==> src/hdl/dplt_pkg.sv <==
// ---------------------------------------------------------------------------
// Demand paging translator package
// Widths, codes and shared types of the LRU address translator.
// ---------------------------------------------------------------------------
package dplt_pkg;

  localparam int OFFS_W     = 12;
  localparam int PAGE_W     = 10;
  localparam int VA_W       = 22;
  localparam int PA_W       = 16;
  localparam int DATA_W     = 8;
  localparam int NUM_FRAMES = 16;
  localparam int FRAME_W    = $clog2(NUM_FRAMES);
  localparam int CNT_W      = FRAME_W + 1;

  localparam logic CMD_READ  = 1'b0;
  localparam logic CMD_WRITE = 1'b1;

  typedef enum logic [0:0] {
    ST_IDLE,
    ST_UPDATE
  } dplt_state_e;

  typedef struct packed {
    logic capture;
    logic commit;
  } dplt_cmd_t;

  typedef struct packed {
    logic              hit;
    logic [PA_W-1:0]   physical_address;
    logic [PAGE_W-1:0] fill_page;
    logic [FRAME_W-1:0] fill_frame;
    logic              evict_valid;
    logic [PAGE_W-1:0] evict_page;
    logic              writeback_needed;
    logic              write_enable;
    logic [DATA_W-1:0] store_data;
  } dplt_rsp_t;

endpackage

==> src/hdl/dplt_dp.sv <==
// ---------------------------------------------------------------------------
// Translator datapath
// Frame owner table, dirty bits, recency order and the result register.
// ---------------------------------------------------------------------------
module dplt_dp import dplt_pkg::*; (
  input  logic              clk_i,
  input  logic              rst_ni,
  input  dplt_cmd_t         cmd_i,
  input  logic              command_i,
  input  logic [VA_W-1:0]   virtual_address_i,
  input  logic [DATA_W-1:0] write_data_i,
  output dplt_rsp_t         rsp_o
);

  // Captured request and lookup result.
  logic               cmd_q;
  logic [PAGE_W-1:0]  page_q;
  logic [OFFS_W-1:0]  offset_q;
  logic [DATA_W-1:0]  wdata_q;
  logic               hit_q;
  logic [FRAME_W-1:0] hframe_q;

  // Translation state.
  logic [PAGE_W-1:0]     owner_q [NUM_FRAMES];
  logic [NUM_FRAMES-1:0] dirty_q;
  logic [FRAME_W-1:0]    order_q [NUM_FRAMES];
  logic [FRAME_W-1:0]    order_d [NUM_FRAMES];
  logic [CNT_W-1:0]      used_q;
  dplt_rsp_t             rsp_q, rsp_d;

  logic [PAGE_W-1:0]     page_in;
  logic [NUM_FRAMES-1:0] own_match;
  logic                  hit_d;
  logic [FRAME_W-1:0]    hframe_d;

  logic                  full;
  logic                  cmd_wr;
  logic [FRAME_W-1:0]    victim_frame;
  logic [FRAME_W-1:0]    frame_sel;
  logic [NUM_FRAMES-1:0] order_match;
  logic [NUM_FRAMES-1:0] shift_sel;
  logic                  reorder;
  logic [CNT_W-1:0]      last_pos;
  logic [(NUM_FRAMES+1)*FRAME_W-1:0] order_flat;

  assign page_in = virtual_address_i[VA_W-1 -: PAGE_W];

  // A page is resident exactly when an in-use frame names it as owner.
  always_comb begin
    own_match = '0;
    hframe_d  = '0;
    for (int f = 0; f < NUM_FRAMES; f++) begin
      if ((CNT_W'(f) < used_q) && (owner_q[f] == page_in)) begin
        own_match[f] = 1'b1;
        hframe_d     = hframe_d | FRAME_W'(f);
      end
    end
  end
  assign hit_d = |own_match;

  always_ff @(posedge clk_i) begin
    if (cmd_i.capture) begin
      cmd_q    <= command_i;
      page_q   <= page_in;
      offset_q <= virtual_address_i[OFFS_W-1:0];
      wdata_q  <= write_data_i;
      hit_q    <= hit_d;
      hframe_q <= hframe_d;
    end
  end

  assign full         = (used_q == CNT_W'(NUM_FRAMES));
  assign cmd_wr       = (cmd_q == CMD_WRITE);
  assign victim_frame = order_q[0];
  assign frame_sel    = hit_q ? hframe_q : (full ? victim_frame : used_q[FRAME_W-1:0]);
  assign last_pos     = used_q - CNT_W'(1);

  always_comb begin
    order_flat = '0;
    for (int i = 0; i < NUM_FRAMES; i++) begin
      order_flat[i*FRAME_W +: FRAME_W] = order_q[i];
    end
  end

  // Entries at and above the hit position, or all of them on a full miss, move down by one.
  always_comb begin
    order_match = '0;
    shift_sel   = '0;
    for (int i = 0; i < NUM_FRAMES; i++) begin
      order_match[i] = (CNT_W'(i) < used_q) && (order_q[i] == hframe_q);
    end
    for (int i = 0; i < NUM_FRAMES; i++) begin
      if (hit_q) begin
        shift_sel[i] = |(order_match & ({NUM_FRAMES{1'b1}} >> (NUM_FRAMES - 1 - i)));
      end else begin
        shift_sel[i] = full;
      end
    end
  end
  assign reorder = hit_q ? (|order_match) : full;

  always_comb begin
    for (int i = 0; i < NUM_FRAMES; i++) begin
      order_d[i] = order_q[i];
      if (reorder) begin
        if (CNT_W'(i) == last_pos) begin
          order_d[i] = frame_sel;
        end else if ((CNT_W'(i) < last_pos) && shift_sel[i]) begin
          order_d[i] = order_flat[(i+1)*FRAME_W +: FRAME_W];
        end
      end else if (!hit_q && !full && (CNT_W'(i) == used_q)) begin
        order_d[i] = used_q[FRAME_W-1:0];
      end
    end
  end

  always_ff @(posedge clk_i) begin
    if (cmd_i.commit) begin
      for (int i = 0; i < NUM_FRAMES; i++) begin
        order_q[i] <= order_d[i];
      end
      if (!hit_q) begin
        owner_q[frame_sel] <= page_q;
      end
      dirty_q[frame_sel] <= hit_q ? (dirty_q[frame_sel] | cmd_wr) : cmd_wr;
      rsp_q              <= rsp_d;
    end
  end

  always_ff @(posedge clk_i or negedge rst_ni) begin
    if (!rst_ni) begin
      used_q <= '0;
    end else if (cmd_i.commit && !hit_q && !full) begin
      used_q <= used_q + CNT_W'(1);
    end
  end

  always_comb begin
    rsp_d                  = '0;
    rsp_d.hit              = hit_q;
    rsp_d.physical_address = {frame_sel, offset_q};
    rsp_d.fill_page        = hit_q ? '0 : page_q;
    rsp_d.fill_frame       = hit_q ? '0 : frame_sel;
    rsp_d.evict_valid      = !hit_q && full;
    rsp_d.evict_page       = (!hit_q && full) ? owner_q[victim_frame] : '0;
    rsp_d.writeback_needed = !hit_q && full && dirty_q[victim_frame];
    rsp_d.write_enable     = cmd_wr;
    rsp_d.store_data       = wdata_q;
  end

  assign rsp_o = rsp_q;

endmodule

==> config.mk <==
export PLATFORM = sky130hd
export DESIGN_NAME = dplt_dp
export DESIGN_NICKNAME = d
export VERILOG_FILES = /design/src/hdl/dplt_pkg.sv /design/src/hdl/dplt_dp.sv
export SDC_FILE = /design/constraint.sdc
export NUM_CORES = 1
export LEC_CHECK = 0
export ABC_AREA = 1
export BUFFER_PORTS_ARGS = -buffer_cell sky130_fd_sc_hd__buf_2
export CAP_MARGIN = 20
export CORE_ASPECT_RATIO = 0.7
export CORE_MARGIN = 2
export CORE_UTILIZATION = 69
export CTS_BUF_LIST = sky130_fd_sc_hd__clkbuf_4 sky130_fd_sc_hd__clkbuf_8
export DETAILED_ROUTE_END_ITERATION = 7
export PLACE_DENSITY_LB_ADDON = 0.05
export SLEW_MARGIN = 10
export SYNTH_ARGS = -nofsm -noshare
export SYNTH_HDL_FRONTEND = slang
export SYNTH_SLANG_ARGS = --single-unit
==> constraint.sdc <==
create_clock -name clk_i -period 9.8 [get_ports clk_i]
set_input_delay 0.49 -clock clk_i [delete_from_list [all_inputs] [get_ports clk_i]]
set_output_delay 0.49 -clock clk_i [all_outputs]
set_load 0.01 [all_outputs]
==> reports/results.md, run 1 <==
- status: complete, but fails checks
- failing checks: DRC
- worst min path class: input pin to flop
- total number of vias: 15600
- largest buffer count on any clock path: 3
- Routed WL per cell: 25.1 um
- Highest Clock Rate: 214 MHz
- CTS sink cnt: 333
- Clock power frac: 24.6%
- cell type with the largest total area after synthesis: edfxtp_1
- Syn Area/Cell: 9.20 um^2
- area overhead of the layout relative to synthesis: 8.33%
- total gr overflow: 0
- part of the cycle the worst path needs: 47.7%
- required time of the critical path: 10090 ps
- drt drc: 1
- placed wire-length estimate: 40200 um
- first-pass GRT wire length: 87600 um
- worst max-slew margin expressed relative to the limit: 18.2%
- Crit path top cell by count: inv_1
- TritonCTS clock tree: done
- number of distinct library cells after synthesis: 45
- number of max-capacitance violations reported: 0
- gp weighted congestion: 1.03
- top fanout value on the critical path: 18
- setup repair after global routing missed its margin: no
- cell area after layout: 19400 um^2
- total of buffers placed on input and output ports: 86
- Synth top area share: 55.1%
- cell-by-cell listing of the critical path: inv_2, ha_1, nand3_2, nand2_2, o21ai_2, inv_1, nor2_1, inv_1, nor3_1, buf_2
- fraction of final layout cells with drive strength greater than 1: 11.4%
- remaining antenna violation count after routing: 0
- Largest stage delay, worst path: 890 ps
- cell area after technology mapping: 17900 um^2
- buffers inserted during post-CTS setup optimization: 0
- post-synthesis cell count: 1945
- reported leakage power: 8.04 nW
- sequential share of the synthesized area: 55.8%
- placed inst area: 18400 um^2
- Final Core Density: 75.8%
- die footprint: 27200 um^2
- number of levels the H-tree was split into: 2
- number of warnings printed during yosys synthesis: 0
- clock buffer count from CTS: 49
- combined global-route utilization of all metal layers: 43.7%
- Switching Share: 39.8%
- Initial Utilization: 70.0%
- Top Layer Used: met4
- count of endpoints failing setup in the final report: 0
- wl on met1: 23100 um
- Power, Total: 4.54 mW
- data arrival at the endpoint of the critical path: 4960 ps
- FP Rows: 49
- metal2 WL: 23000 um
- clock-pin slew on the worst setup and hold paths: 60 ps
- filler instances: 1763
- net count after synthesis: 1986
- final hold violations: 0
- combinational power share: 32.0%
- category of the most critical setup path: flop to flop
- pre-CTS worst setup slack: 5030 ps
- total met3 wirelength after detailed routing: 11300 um
- number of nets in the layout: 2054
- detailed-routing iteration count for the pre-antenna-repair pass: 8
- Slowest-stage cell, CP: o21ai_2
- areal power density over the cells: 234 nW/um^2
- startpoint class of the critical path: flop
- root buffer cell: clkbuf_8
- Synth Register Bits: 333
- PnR worst setup slack: 5130 ps
- Synth area leaders: edfxtp_1 (55%), nand2_1 (10%), o21ai_0 (4.9%)
- count of inserted antenna diode cells: 0
- switching power: 1.80 mW
- P_int: 2.73 mW
- chip width: 196 um
- worst voltage drop across the vdd grid: 162 uV
- sum of negative setup slack: 0 ps
- nature of the critical path endpoint: flop
- Post-Route Skew: 32.3 ps
- cell family with the largest share of critical-path delay: simple AND/OR/NAND/NOR gates
- number of buffers and inverters on the critical path: 4
- pin count of the biggest net entering global routing: 86
- Core ar.: 25600 um^2
- vias in the first global route: 14400
- vias per std cell: 6.57
- Die Y-Extent: 139 um
- final worst path period need: 4670 ps
- insertion delay of the later-clocked pin in the worst-skew pair: 620 ps
- First DRT Iteration DRCs: 3100
- number of primary I/O pins: 87
- transition at the pin with the smallest max-transition slack: 1230 ps
- antenna violations before repair: 1
- Final Max Tran Viols: 0
- DRT Wirelength: 59800 um
- portion of total power attributed to sequential cells: 43.4%
routing by layer:
| metal | vias to the layer above | GRT usage, % |
|---|---|---|
| met5 | - | 0 |
| met3 | 224 | 16.3 |
| met4 | 0 | 15.6 |
| met1 | 7124 | 66.5 |
| met2 | 1576 | 57.2 |
| li1 | 6712 | - |
flip-flops by register name, summed over array words and instances (netlist names):
register  cells
cmd_q         1
dirty_q      16
hframe_q      4
hit_q         1
offset_q     12
order_q      64
owner_q     160
page_q       10
rsp_o        52
used_q        5
wdata_q       8
per-stage QoR:
step           hold WS, ps  cells
2_1_floorplan          194   1945
3_3_place_gp           329   2289
3_5_place_dp           329   2292
4_1_cts               32.5   2379
5_1_grt               45.1   2379
6_report              45.3   2379
synth_stat cells (all sizes together):
cell type  instances
ha                 6
o22ai             23
a211oi             2
nor4              15
a22oi              1
o31ai              1
o21a               1
edfxtp           328
nand2            508
and3               2
xnor2             63
nor3              36
xor2              84
o21ai            185
nor2             235
nor3b              3
nand4             24
nand3             93
or2                1
nand3b             2
clkbuf            51
dfrtp              5
inv              160
o221ai            25
a21oi             27
o21bai             3
o211ai            13
buf               44
clkinv             1
a221oi             3
worst register-to-register path: cells and delay by family (launching register included):
family,cells,cell delay (ps)
simple gates,4,1230
fa+ha+maj,1,400
flops,1,780
compound gates,1,900
buf+inv,4,1050
cell usage in the layout (no fill, tap or decap), types with 3 or more instances in the layout:
| cell type | instances |
|---|---|
| o22ai_1 | 23 |
| inv_2 | 19 |
| inv_1 | 139 |
| nand2_1 | 500 |
| nor3_2 | 4 |
| nor2_2 | 6 |
| o21ai_1 | 7 |
| a221oi_1 | 3 |
| a21oi_1 | 27 |
| nand4_1 | 24 |
| nor3b_1 | 3 |
| buf_4 | 23 |
| o21bai_1 | 3 |
| clkinv_2 | 9 |
| nor4_1 | 15 |
| o21ai_0 | 175 |
| ha_1 | 6 |
| edfxtp_1 | 328 |
| o211ai_1 | 13 |
| nand2_2 | 6 |
| xor2_1 | 84 |
| dfrtp_1 | 5 |
| clkbuf_4 | 10 |
| nor2_1 | 227 |
| buf_2 | 88 |
| xnor2_1 | 63 |
| o21ai_2 | 3 |
| clkbuf_8 | 49 |
| clkinv_1 | 13 |
| nand3_1 | 91 |
| o221ai_1 | 24 |
| nor3_1 | 32 |
power groups by stage:
stage | clock network (mW) | registers [mW] | logic [mW]
floorplan | 0 | 1.92 | 0.975
global placement | 0 | 1.98 | 1.33
detailed placement | 0 | 1.98 | 1.36
CTS | 1.11 | 1.96 | 1.37
global route | 1.17 | 1.98 | 1.54
finish | 1.12 | 1.97 | 1.45
area by class of cell:
class | count | area, um^2 | area share, %
Sequential cell | 333 | 9970 | 51.5
Multi-Input combinational cell | 1356 | 6820 | 35.2
Clock buffer | 59 | 749 | 3.87
Timing Repair Buffer | 112 | 623 | 3.22
Inverter | 161 | 609 | 3.14
Tap cell | 331 | 414 | 2.14
Clock inverter | 27 | 183 | 0.943
final timing paths:
kind / from / to / slack, ps / cells past startpoint
worst max-delay path: used_q[0] / owner_q[10][6] / 5130 / 10
worst min-delay path: write_data_i[4] / wdata_q[4] / 50 / 1
worst max register to register: used_q[0] / owner_q[10][6] / 5130 / 10
worst min register to register: offset_q[9] / rsp_o[44] / 420 / 0
max in group asynchronous: rst_ni / used_q[4] / 9410 / 2
min in group asynchronous: rst_ni / used_q[3] / 230 / 2
what timing repair did:
item                      in CTS  in global routing
resized for setup              0                  0
hold endpoints to repair       5                  0
hold buffers                   1                  0
kinds of logic after synthesis:
logic type | after synthesis | share of synthesized area, %
buffers and inverters | 256 | 6.17
DFF | 333 | 55.8
adders and majority gates | 6 | 0.420
and+or+nand+nor | 919 | 21.4
xor gates and xnor gates | 147 | 7.20
AOI/OAI and AO/OA | 284 | 9.09
No activity file was read; power rests on OpenSTA's default activity.
==> run 2: changes to the inputs <==
Settings changed: CORE_UTILIZATION 69 to 58.
Clock period 9.8 ns to 4.1 ns, I/O delays scaled along.
==> reports/results.md, run 2 (synthesized netlist as in run 1, its figures left out) <==
- area of combinational cells with multiple inputs: 6810 um^2, was 6820 um^2
- drt drc: 0, was 1
- most common cell after layout, fill and taps aside: nand2_1, unchanged
- total of hold buffers inserted after clock tree synthesis: 23, was 1
- Largest stage delay, worst path: 470 ps, was 890 ps
- antenna violations before repair: 0, was 1
- sum of negative setup slack: 0 ps, unchanged
- required time of the critical path: 4400 ps, was 10090 ps
- fraction of final layout cells with drive strength greater than 1: 12.5%, was 11.4%
- chip width: 214 um, was 196 um
- setup repair after global routing missed its margin: no, unchanged
- nature of the critical path endpoint: flop, unchanged
- cell-by-cell listing of the critical path: inv_2, ha_1, nand3_2, nand3_1, nand3_1, buf_4, nor2_1, inv_1, nor3_1, buf_4, was inv_2, ha_1, nand3_2, nand2_2, o21ai_2, inv_1, nor2_1, inv_1, nor3_1, buf_2
- insertion delay of the later-clocked pin in the worst-skew pair: 630 ps, was 620 ps
- Most flops, register: owner_q, unchanged
- first-pass GRT wire length: 89100 um, was 87600 um
- count of inserted antenna diode cells: 0, unchanged
- Storage cell area: 9970 um^2, unchanged
- First DRT Iteration DRCs: 2578, was 3100
- Routed WL per cell: 24.1 um, was 25.1 um
- die footprint: 32300 um^2, was 27200 um^2
- Final Core Density: 66.6%, was 75.8%
- clock-pin slew on the worst setup and hold paths: 70 ps, was 60 ps
- Core ar.: 30200 um^2, was 25600 um^2
- remaining antenna violation count after routing: 0, unchanged
- Power, Total: 11.3 mW, was 4.54 mW
- final worst path period need: 3630 ps, was 4670 ps
- number of primary I/O pins: 87, unchanged
- root buffer cell: clkbuf_8, unchanged
- worst max-slew margin expressed relative to the limit: 27.4%, was 18.2%
- total gr overflow: 0, unchanged
- detailed-routing iteration count for the pre-antenna-repair pass: 7, was 8
- areal power density over the cells: 565 nW/um^2, was 234 nW/um^2
- CTS sink cnt: 333, unchanged
- number of nets in the layout: 2108, was 2054
- Final Max Tran Viols: 0, unchanged
- data arrival at the endpoint of the critical path: 3930 ps, was 4960 ps
- status: completed, was complete, but fails checks
- total of buffers placed on input and output ports: 86, unchanged
- transition at the pin with the smallest max-transition slack: 1090 ps, was 1230 ps
- clock buffer count from CTS: 50, was 49
- PnR worst setup slack: 471 ps, was 5130 ps
- Post-Route Skew: 47.1 ps, was 32.3 ps
- DRT Wirelength: 60800 um, was 59800 um
- origin of the worst min-delay path: cmd_i[0], was write_data_i[4]
- number of max-capacitance violations reported: 0, unchanged
- most frequent cells in the layout: nand2_1 (500), edfxtp_1 (328), nor2_1 (227), unchanged
- hold slack: 64.2 ps, was 45.3 ps
- startpoint class of the critical path: flop, unchanged
- Die Y-Extent: 151 um, was 139 um
- category of the most critical setup path: flop to flop, unchanged
- TritonCTS clock tree: done, unchanged
- gp weighted congestion: 1.06, was 1.03
- FP Rows: 53, was 49
- number of levels the H-tree was split into: 2, unchanged
- Cells after DPL: 2404, was 2292
- total number of vias: 15300, was 15600
- largest buffer count on any clock path: 3, unchanged
- placed inst area: 18800 um^2, was 18400 um^2
- flip-flop count of the largest register after layout: 160, unchanged
- pre-CTS worst setup slack: 623 ps, was 5030 ps
- part of the cycle the worst path needs: 88.5%, was 47.7%
- cell area after layout: 20100 um^2, was 19400 um^2
- count of instances resized after the clock tree is built: 0, unchanged
- buffers inserted during post-CTS setup optimization: 0, unchanged
- count of endpoints failing setup in the final report: 0, unchanged
- Initial Utilization: 59.3%, was 70.0%
- reported leakage power: 8.37 nW, was 8.04 nW
- startpoint of the lowest-slack register-to-register path: used_q[0], unchanged
- final hold violations: 0, unchanged
- filler instances: 2451, was 1763
- vias per std cell: 6.06, was 6.57
- pin count of the biggest net entering global routing: 58, was 86
- Slowest-stage cell, CP: dfrtp_1, was o21ai_2
- area overhead of the layout relative to synthesis: 12.3%, was 8.33%
- number of cells in the finished layout apart from fillers: 2517, was 2379
- launch point of the critical path: used_q[0], unchanged
- vias in the first global route: 14000, was 14400
- combined global-route utilization of all metal layers: 38.3%, was 43.7%
- placed wire-length estimate: 41600 um, was 40200 um
- worst voltage drop across the vdd grid: 424 uV, was 162 uV
- Highest Clock Rate: 276 MHz, was 214 MHz
- worst min path class: input pin to flop, unchanged
- top fanout value on the critical path: 13, was 18
## run 2: cell count changes in the layout (fill, tap and decap cells not counted), sizes merged
| cell | previous run | this run |
|---|---|---|
| clkinvlp | 2 | 0 |
| clkbuf | 59 | 62 |
| clkinv | 22 | 21 |
| buf | 111 | 142 |
| inv | 162 | 161 |
| dlygate4sd3 | 1 | 23 |
| bufinv | 2 | 7 |
## run 2: final cells by class
type                    instances  share of cell area, %
clock buffers                  62                   3.97
clock inverters                28                   1.53
inverters                     161                   3.03
multi-input cells            1356                   33.9
flip-flops and latches        333                   49.6
well taps                     412                   2.57
repair buffers                165                   5.39
## run 2: power by group
part	leakage [nW]	internal (mW)	switching [mW]
Sequential	3.11	4.31	0.333
Clock	0.574	1.72	1.33
Combinational	4.68	0.999	2.64
Total	8.37	7.04	4.31
## run 2: path summary, 6_finish.rpt
path / cells past startpoint / to / slack (ps)
hold / removal: 1 / rsp_o[10] / 60
min in group asynchronous: 3 / used_q[0] / 530
max in group asynchronous: 3 / used_q[2] / 3340
setup reg to reg: 10 / owner_q[13][6] / 470
setup / recovery: 10 / owner_q[13][6] / 470
hold reg to reg: 0 / rsp_o[35] / 420
## run 2: routing by layer
layer	GRT usage [%]	wire (um)	vias to the layer above
met3	13.6	9930	123
met1	59.1	25900	7130
li1	-	-	6823
met2	49.9	23300	1178
met4	11.2	1660	2
met5	0.784	31	-
## run 2: critical path, delay by kind of cell (launching register included)
family | cells | cell delay [ps]
and+or+nand+nor | 5 | 1250
buffers and inverters | 4 | 1100
DFF | 1 | 470
adders and majority gates | 1 | 460
